File: config.mk
export PLATFORM = sky130hd
export DESIGN_NAME = sfgc_wrap
export DESIGN_NICKNAME = d
export VERILOG_FILES = /design/src/hdl/sfgc_pkg.sv /design/src/hdl/sfgc_wrap.sv
export SDC_FILE = /design/constraint.sdc
export NUM_CORES = 1
export LEC_CHECK = 0
export ABC_CLOCK_PERIOD_IN_PS = 6700
export BUFFER_PORTS_ARGS = -buffer_cell sky130_fd_sc_hd__buf_2
export CORE_AREA = 2 2 183 185
export DETAILED_ROUTE_END_ITERATION = 16
export DIE_AREA = 0 0 185 187
export GPL_TIMING_DRIVEN = 0
export PLACE_DENSITY = 0.67
export SYNTH_ARGS = -nofsm -noshare
export SYNTH_HDL_FRONTEND = slang
export SYNTH_SLANG_ARGS = --single-unit
File: constraint.sdc
create_clock -name clk -period 6.7 [get_ports clk]
set_clock_uncertainty 0.1 [all_clocks]
set_input_delay 0.335 -clock clk [delete_from_list [all_inputs] [get_ports clk]]
set_output_delay 0.335 -clock clk [all_outputs]
set_load 0.05 [all_outputs]
File: src/hdl/sfgc_pkg.sv
// ----------------------------------------------------------------------------
// sfgc_pkg - shared definitions of the state feedback gain controller
// Stream field widths, fixed point constants of the angle wrap and the
// control types carried along the pipeline.
// ----------------------------------------------------------------------------
`default_nettype none

package sfgc_pkg;

  // Shape of the gain matrix and fixed point format
  localparam int FRAC_BITS    = 16;
  localparam int STATE_COUNT  = 12;
  localparam int OUTPUT_COUNT = 4;
  localparam int GAIN_WORDS   = STATE_COUNT * OUTPUT_COUNT;

  localparam int IDX_W  = 6;
  localparam int COL_W  = $clog2(STATE_COUNT);
  localparam int ROW_W  = $clog2(OUTPUT_COUNT);
  localparam int DATA_W = 32;
  localparam int CMD_W  = 18;
  localparam int ACC_W  = 64;
  localparam int PROD_W = 2 * DATA_W;
  localparam int DIFF_W = DATA_W + 2;

  // Stream widths
  localparam int IN_TDATA_W  = 104;
  localparam int IN_TUSER_W  = 2;
  localparam int OUT_TDATA_W = OUTPUT_COUNT * CMD_W;

  // Item kinds on in_tuser[0]
  localparam logic FUNC_GAIN  = 1'b0;
  localparam logic FUNC_STATE = 1'b1;

  // State element groups
  localparam int IDX_VEL_LO   = 3;
  localparam int IDX_ATT_LO   = 6;
  localparam int IDX_PITCH    = 7;
  localparam int IDX_YAW      = 8;
  localparam int IDX_RATE_LO  = 9;

  // pi and 2*pi, rounded to FRAC_BITS fractional bits
  localparam longint PI_Q32     = 64'sd13493037705;
  localparam longint TWO_PI_Q32 = 64'sd26986075409;
  localparam longint PI_FX = (PI_Q32 + (64'sd1 <<< (31 - FRAC_BITS))) >>> (32 - FRAC_BITS);
  localparam longint TP_FX = (TWO_PI_Q32 + (64'sd1 <<< (31 - FRAC_BITS))) >>> (32 - FRAC_BITS);
  // an even 2*pi leaves a half-open wrap interval that differs by side
  localparam bit     TP_EVEN = (TP_FX == 2 * PI_FX);

  // Remainder by 2*pi: bias to a positive value, reciprocal quotient estimate
  localparam int     U_W     = DATA_W + 3;
  localparam longint OFF_FX  = TP_FX * ((64'sd1 <<< (DATA_W + 1)) / TP_FX + 1);
  localparam longint RECIP   = (64'sd1 <<< U_W) / TP_FX;
  localparam int     RECIP_W = $clog2(RECIP + 1);
  localparam int     TP_W    = $clog2(TP_FX + 1);
  localparam int     WS_W    = TP_W + 2;

  // Output scaling
  localparam longint ONE_FX = 64'sd1 <<< FRAC_BITS;
  localparam int     SH_R   = (FRAC_BITS >= 16) ? FRAC_BITS - 16 : 0;
  localparam int     SH_L   = (FRAC_BITS < 16) ? 16 - FRAC_BITS : 0;

  // How one element forms its error
  typedef enum logic [1:0] {
    ES_LIN,
    ES_WRAP,
    ES_ZERO
  } err_sel_t;

  // Control that travels with each item down the pipeline
  typedef struct packed {
    logic vld;
    logic acc_en;
    logic last;
    logic gok;
  } ctl_t;

endpackage

`default_nettype wire

File: src/hdl/sfgc_wrap.sv
// ----------------------------------------------------------------------------
// sfgc_wrap - angle wrap into [-pi, pi]
// Two registered stages: quotient estimate by reciprocal multiply, then the
// remainder; one compare and subtract finishes it at the output.
// ----------------------------------------------------------------------------
`default_nettype none

module sfgc_wrap (
  input  wire logic                              clk,
  input  wire logic                              en,
  input  wire logic [sfgc_pkg::U_W-1:0]          u_i,
  input  wire logic                              gt_i,
  output logic signed [sfgc_pkg::DATA_W-1:0]     wrap_o
);
  import sfgc_pkg::*;

  logic [U_W+RECIP_W-1:0] qprod;
  logic [RECIP_W-1:0]     q_nxt;
  logic [RECIP_W-1:0]     q_r;
  logic [U_W-1:0]         u_r;
  logic                   gt1_r;
  logic [U_W:0]           rprod;
  logic [U_W:0]           rdiff;
  logic [TP_W:0]          r0_r;
  logic                   gt2_r;
  logic [TP_W:0]          rem;
  logic signed [WS_W-1:0] ws;

  // Estimate floor(u / 2pi); it is exact or one low
  assign qprod = (U_W+RECIP_W)'(u_i) * (U_W+RECIP_W)'(RECIP);
  assign q_nxt = qprod[U_W+RECIP_W-1:U_W];

  // Remainder against the estimate, below twice 2pi
  assign rprod = (U_W+1)'(q_r) * (U_W+1)'(TP_FX);
  assign rdiff = (U_W+1)'(u_r) - rprod;

  always_ff @(posedge clk) begin
    if (en) begin
      q_r   <= q_nxt;
      u_r   <= u_i;
      gt1_r <= gt_i;
      r0_r  <= rdiff[TP_W:0];
      gt2_r <= gt1_r;
    end
  end

  // Correct the estimate, drop the pi bias
  always_comb begin
    rem = r0_r;
    if (r0_r >= (TP_W+1)'(TP_FX)) begin
      rem = r0_r - (TP_W+1)'(TP_FX);
    end
    ws = $signed({1'b0, rem}) - $signed(WS_W'(PI_FX));
    if (TP_EVEN && gt2_r && (ws == -$signed(WS_W'(PI_FX)))) begin
      ws = $signed(WS_W'(PI_FX));
    end
    wrap_o = DATA_W'(ws);
  end

endmodule

`default_nettype wire

; Yosys cells after proc, flatten, opt, wreduce, memory -nomap -nowiden
; Cells that the tools add are included.
[word_totals]
reg_bits = 57
rom_bits = 0
mem_count = 0
ramBits = 0
word_cells = 10
inputBits = 38
output_inout_bits = 32
latchBits = 0
[classes]
eq_ne = 0
div = 0
n_bitwise = 0
n_addsub = 3
muxes = 1
multipliers = 2
reduce_logical = 0
magnitude_cmp = 1
shifts = 0
[op_table]
columns = cell, n
row1 = $mul 35x16->51 const B, 1
row2 = $sub 20x18->21 const B, 1
row3 = $ge 20x19->1 const B, 1
row4 = $mul 17x19->20 const B, 1
row5 = $mux 20, 1
row6 = $sub 20x19->20 const B, 1
row7 = $sub 20x20->20, 1

; Logic depth before layout (Yosys ltp)
; Gate-level depths: netlist of the first run.
[logic_depth]
word_depth = 3
ltp_mapped = 23
depth_no_buf = 23

; Worst setup path before layout of the first run
; Ideal clock, no wire load.
[synth_path]
path_type = input port to flip-flop
from = in u_i[10] (netlist name)
to = reg q_r[14] (data pin)
path_buffers = 0
cell_stages = 21
path_slack_ps = 734
arrival_ps = 5608
required_ps = 6342
setup_ps = 258
path_cell_list = inv_1 fa_1 fa_1 fa_1 inv_1 fa_1 fa_1 inv_1 fa_1 inv_1 ha_1 a21o_1 a21o_1 a21oi_1 a2111oi_0 o21ai_0 o21ai_0 o211ai_1 o21ai_0 a31oi_1 xnor2_1
[synth_between]
elab_chain_len = 1
[synth_lines]
columns = element, line_no
row1 = from (decl), sfgc_wrap.sv:11  ; input wire logic [sfgc_pkg::U_W-1:0] u_i,
row2 = $mul 35x16->51, sfgc_wrap.sv:30  ; assign qprod = (U_W+RECIP_W)'(u_i) * (U_W+RECIP_W)'(RECIP);
row3 = net qprod[49], sfgc_wrap.sv:17  ; logic [U_W+RECIP_W-1:0] qprod;
row4 = to (signal assigned), sfgc_wrap.sv:39  ; q_r <= q_nxt;
row5 = to (decl), sfgc_wrap.sv:19  ; logic [RECIP_W-1:0] q_r;
; The timed path passes the listed nets, and every way through them passes these cells.
; A chain may end at the register's enable or synchronous reset.

; Worst setup path after layout of the first run
[layout_path]
from = in u_i[9] (netlist name)
to = reg q_r[16] (data pin)
; The elaborated chain is that of the path after synthesis.

==> results of run 1 <==
-- flip-flops by register name, indices dropped and copies added, names as in the netlist --
name,count
u_r,20
q_r,17
r0_r,20
-- stage by stage --
stage / hold slack, ns / setup slack, ns
floorplan: 0.3339 / 0.7340
global placement: 0.5461 / -0.4141
detailed placement: 0.5381 / -0.3866
CTS: 0.1945 / 0.08094
global route: 0.2051 / 0.05691
finish: 0.1993 / 0.4361
-- layer usage --
layer / vias to the layer above / GRT usage (%) / part of all wire (%)
met5: - / 0 / 0
met4: 0 / 4.579 / 2.1
met3: 42 / 2.005 / 3.2
met2: 190 / 34.17 / 50
met1: 5047 / 25.84 / 45
li1: 5014 / - / -
-- placed cells by master, fill, tap and decap left out, types with 3 or more instances in the layout --
cell type | synthesis | layout
o31ai_1 | 3 | 3
a21o_1 | 19 | 19
clkbuf_1 | 4 | 5
nand2_1 | 38 | 38
clkbuf_16 | 0 | 9
buf_6 | 3 | 3
nor3_1 | 13 | 13
edfxtp_1 | 57 | 57
fa_1 | 301 | 301
nand3_1 | 15 | 15
xor2_1 | 20 | 20
xnor2_1 | 63 | 63
nand2b_1 | 5 | 5
o21a_1 | 7 | 7
buf_4 | 12 | 17
nor4_1 | 3 | 3
ha_1 | 299 | 299
nand4_1 | 8 | 8
and2_1 | 6 | 6
o21ai_0 | 27 | 24
o211ai_1 | 4 | 4
o21bai_1 | 7 | 7
inv_1 | 481 | 481
nor2b_1 | 3 | 3
a21oi_1 | 44 | 43
a211oi_1 | 7 | 7
buf_2 | 2 | 70
or3_1 | 3 | 3
a211o_1 | 3 | 3
nor2_1 | 40 | 40
a31oi_1 | 6 | 6
and3_1 | 4 | 4
or2_2 | 4 | 4
o21ai_2 | 2 | 3
o2111ai_1 | 3 | 3
-- cell type report --
class	count	area [µm²]	area share, %
repair buffers	73	377.9	2.173
flip-flops and latches	57	1712	9.844
inverters	481	1805	10.38
clock buffers	10	229.0	1.317
clock inverters	6	58.81	0.3382
well taps	448	560.5	3.224
multi-input cells	1000	12470	71.74
plain buffers	23	170.2	0.9786
-- how the worst max path moves through the flow --
stage                    to  depth (start not counted)  startpoint  slack [ns]
CTS                 q_r[14]                         22      u_i[9]        0.08
detailed placement  q_r[14]                         22      u_i[9]       -0.39
finish              q_r[16]                         22      u_i[9]        0.44
floorplan           q_r[14]                         21     u_i[10]        0.73
global placement    q_r[14]                         22      u_i[9]       -0.41
global route        q_r[16]                         22      u_i[9]        0.06
-- worst max-delay path, cell delays in order --
cell	delay (ns)
buf_2	0.17
inv_1	0.16
fa_1	0.59
fa_1	0.46
fa_1	0.56
inv_1	0.05
fa_1	0.46
fa_1	0.54
inv_1	0.05
fa_1	0.53
inv_1	0.04
ha_1	0.30
a21o_1	0.18
a21o_1	0.17
a21oi_1	0.21
nand2_1	0.08
o21ai_1	0.32
o21ai_2	0.15
o211ai_1	0.37
o211ai_1	0.17
a31oi_1	0.23
xnor2_1	0.11
-- synth_stat cells (4+ instances only) --
cell / count
ha_1: 299
and3_1: 4
o21ai_0: 27
o211ai_1: 4
inv_1: 481
fa_1: 301
a31oi_1: 6
edfxtp_1: 57
and2_1: 6
nand2_1: 38
a211oi_1: 7
buf_4: 12
nor2_1: 40
a21o_1: 19
nand2b_1: 5
or2_2: 4
o21a_1: 7
a21oi_1: 44
nor3_1: 13
nand4_1: 8
o21bai_1: 7
clkbuf_1: 4
xor2_1: 20
xnor2_1: 63
nand3_1: 15
-- cell families after synthesis --
family	share of synthesized area, %
muxes	0.2169
xor gates and xnor gates	4.601
adders and majority gates	60.46
AOI/OAI and AO/OA	7.204
and+or+nand+nor	4.686
buffers and inverters	12.23
DFF	10.60
-- repair_timing --
item / CTS / global route
setup endpoints to repair: 2 / 11
hold endpoints to repair: 0 / 0
pin swaps: 0 / 0
cloned: 0 / 0
resized for setup: 1 / 6
setup buffers: 0 / 5
==> results.toml, run 1 <==
[run_status]
status = "finished, final reports clean"

[sta]
tightest_slew_ns = 1.225
relSlewSlack_pct = 18.31
finalWorstPathRequiredPeriod_ns = 6.264
fin_crit_sh_pct = 93.49
fmax_mhz = 159.6
setup_tns_ns = 0
hold_viol = 0
rsz0062_at_grt = "false"
setup_viol = 0
slew_violations = 0

[place]
placed_area_mm2 = 0.01705
port_buffers = 68
place.gp.congestion = 0.8690
place_hpwl_um = 27710
dp_cells = 2077

[floorplan]
start_util_pct = 49.15
die_w_um = 185
fp.dieArea_mm2 = 0.03460
ios = 70
coreArea_mm2 = 0.03286
die_height_um = 187
rows = 67

[synth]
synthCells = 1561
avgSynthCellArea_um2 = 10.35
ys.flop_type = "edfxtp_1"
syn-num-nets = 2199
synth_edf_count = 57
syn_area_mm2 = 0.01615
synth-async-reset-ratio_pct = 0
yosysTopAreaCellShare_pct = 37.30
ys_ff_latch = 57
yosysTopAreaCell = "fa_1"
yosysWarnings = 0
ys_seq_area_share_pct = 10.60
yosysUniqueCellTypes = 71
synth_area_leaders = "fa_1 (37%), ha_1 (23%), inv_1 (11%)"

[cts]
cts_tree = "done"
cts.clk_slew.worst_paths_ns = 0.06
htree_levels = 3
cts-root-buf = "clkbuf_16"
hold_buffers = 0
clockBufferDepth = 2
clock-sinks = 57
cts_buffers = 9
clock_latency_ns = 0.33

[routing]
first_pass_iters = 4
vias = 10290
drt_iter0_markers = 360
vias_per_cell = 4.906
drc = 0
ant_nets = 0
route.detailed.wl_per_inst_um = 14.71
wl_um = 30860

[global_routing]
globalRouteTotalUtil_pct = 19.44
antenna_found_initial = 0
grt_overflow_total = 0
grt_pass1_wl_um = 54180
grt_pass1_vias = 11380
grt_max_degree = 58

[critical_path]
reg2reg_depth = 20
rrSetupSlack_ns = 0.56
r2r_start = "q_r[3]"
r2r-end = "r0_r[19]"
worstPathArrival_ns = 6.23
cp_max_fo = 5
startpoint_type = "input port"
crit_type = "in -> reg"
required_ns = 6.67
crit_path_end_kind = "flip-flop"

[cells_and_area]
fill_cells = 3004
layout-drive-gt1-share_pct = 8.182
syn_to_final_growth_pct = 7.645
final_core_util_pct = 52.91
nets = 2283
stdcell_count = 2098
final_area_mm2 = 0.01739
antenna_cells = 0

[min_path]
hp-class = "in -> reg"
hp-start = "u_i[10]"
hold_depth = 1
hold_end = "u_r[10]"

[run]
drv_cap = 0
Power of run 1 is left out: the tool's default activity adds up to more than one toggle a clock period on the data nets, which glitch-free logic cannot reach.
==> run 2: changes to the inputs <==
--- a/config.mk
+++ b/config.mk
@@ -6,12 +6,12 @@
 export NUM_CORES = 1
 export LEC_CHECK = 0
 export ABC_CLOCK_PERIOD_IN_PS = 6700
-export BUFFER_PORTS_ARGS = -buffer_cell sky130_fd_sc_hd__buf_2
 export CORE_AREA = 2 2 183 185
 export DETAILED_ROUTE_END_ITERATION = 16
 export DIE_AREA = 0 0 185 187
+export DONT_BUFFER_PORTS = 1
 export GPL_TIMING_DRIVEN = 0
-export PLACE_DENSITY = 0.67
+export PLACE_DENSITY = 0.66
 export SYNTH_ARGS = -nofsm -noshare
 export SYNTH_HDL_FRONTEND = slang
 export SYNTH_SLANG_ARGS = --single-unit
==> run 2 against run 1 <==
- maximum frequency is 0.15% lower
- wire length is 0.59% lower
- sequential share of layout area rose by 0.12 points
- utilization decreased by 0.62 points
- clock-buffer cell count is 1 higher
- cell area down 1.2%
==> results.toml, run 2 (synthesis results as in run 1) <==
[cts]
cts_setup_buffers = 0
clockBufferDepth = 2
clock_latency_ns = 0.33
clock-sinks = 57
cts.clk_slew.worst_paths_ns = 0.05
htree_levels = 3
cts_buffers = 9
cts_tree = "done"
cts-root-buf = "clkbuf_16"

[critical_path]
cp_max_fo = 4
r2r-end = "r0_r[19]"
r2r_start = "q_r[2]"
crit_top_cell = "fa_1"
crit_path_max_incr_delay_ns = 0.52
rrSetupSlack_ns = 0.50
critical_path.cell_chain = "inv_1 -> fa_1 -> fa_1 -> fa_1 -> inv_1 -> fa_1 -> fa_1 -> inv_1 -> fa_1 -> inv_1 -> ha_1 -> a21o_1 -> a21o_1 -> a21oi_1 -> and3_1 -> o22a_1 -> o21ai_1 -> o21a_1 -> a21boi_0 -> o31ai_1 -> xor2_1"
startpoint_type = "input port"
crit_type = "in -> reg"
reg2reg_depth = 20
crit_path_end_kind = "flip-flop"
slowest_stage = "fa_1"
crit_cells = 21
path_buf_inv = 4
worstPathArrival_ns = 6.25
cp-startpoint = "u_i[21]"
critPathCapture = "q_r[10]"
path_delay_family = "adder cells"
required_ns = 6.67

[run]
drv_cap = 0

[global_routing]
grt_pass1_wl_um = 53400
grt_overflow_total = 0
grt_max_degree = 58
globalRouteTotalUtil_pct = 19.35
grt_pass1_vias = 11200
antenna_found_initial = 0

[floorplan]
die_w_um = 185
rows = 67
ios = 70
start_util_pct = 49.15
coreArea_mm2 = 0.03286
fp.dieArea_mm2 = 0.03460
die_height_um = 187

[routing]
vias = 10180
ant_nets = 0
top_layer_used = "met4"
dr_wl_met2_um = 15400
wl_um = 30670
vias_per_cell = 4.978
met3_length_um = 1057
first_pass_iters = 5
drt_iter0_markers = 332
route.detailed.wl_per_inst_um = 15.00
drc = 0
met1_length_um = 13510

[cells_and_area]
nets = 2231
antenna_cells = 0
layout-drive-gt1-share_pct = 3.757
syn_to_final_growth_pct = 6.383
final_cell_mix = "inv_1 (481), fa_1 (301), ha_1 (299)"
final_common_cell = "inv_1"
fill_cells = 2909
final_core_util_pct = 52.29
reg_top3 = "r0_r x20, u_r x20, q_r x17"

[sta]
relSlewSlack_pct = 25.37
rsz0062_at_grt = "false"
holdWs_ns = 0.01894
finalWorstPathRequiredPeriod_ns = 6.274
timing.final.ws_setup_ns = 0.4265
slew_violations = 0
hold_viol = 0
setup_viol = 0
setup_tns_ns = 0
tightest_slew_ns = 1.111
fin_crit_sh_pct = 93.63
fmax_mhz = 159.4

[place]
port_buffers = 0
place_hpwl_um = 27420
place_ws_ns = -0.08361
place.gp.congestion = 0.8619

[run_status]
status = "finished, final reports clean"

[min_path]
hp-class = "in -> reg"
## run 2: worst register-to-register path, cell delays in order (launching register included)
cell	delay, ns
edfxtp_1	0.55
fa_1	0.72
inv_1	0.10
fa_1	0.54
inv_1	0.04
ha_1	0.19
fa_1	0.50
inv_1	0.05
fa_1	0.44
fa_1	0.47
ha_1	0.37
a21o_1	0.18
a21o_1	0.17
a21o_1	0.22
nor4_1	0.23
o2bb2ai_1	0.22
o21ai_0	0.22
nor3_1	0.23
o21bai_1	0.10
a21oi_1	0.18
xnor2_1	0.10
## run 2: layer usage
metal  track usage, %  vias up
li1                 -     4911
met1            25.17     5037
met2            34.01      180
met3            2.492       52
met4            5.037        0
met5                0        -
## run 2: through the flow
stage               cells  cell area, µm²
global placement     2009           16710
detailed placement   2010           16730
finish               2045           17180
floorplan            1561           16150
CTS                  2045           17180
global route         2045           17180
## run 2: worst min path at each step
| stage | start | to | slack [ns] | depth (start not counted) |
|---|---|---|---|---|
| 2_1_floorplan | u_i[0] | u_r[0] | 0.33 | 0 |
| 3_3_place_gp | u_i[4] | u_r[4] | 0.34 | 0 |
| 3_5_place_dp | u_i[4] | u_r[4] | 0.33 | 0 |
| 4_1_cts | en | q_r[16] | 0.008 | 0 |
| 5_1_grt | en | q_r[16] | 0.007 | 0 |
| 6_report | en | q_r[16] | 0.02 | 0 |
## run 2: final cells by class
class,instances,area [µm²],area share [%]
Buffer,23,170.2,0.9902
Clock buffer,11,232.7,1.354
Clock inverter,4,21.27,0.1238
Inverter,481,1805,10.51
Multi-Input combinational cell,1000,12470,72.57
Sequential cell,57,1712,9.961
Tap cell,448,560.5,3.262
Timing Repair Buffer,21,211.5,1.231
## run 2: what timing repair did
action,in CTS,in global routing
setup endpoints to repair,0,8
hold endpoints to repair,20,0
hold buffers,20,0
gates resized for setup,0,2
Power of run 2 is left out for the same reason.
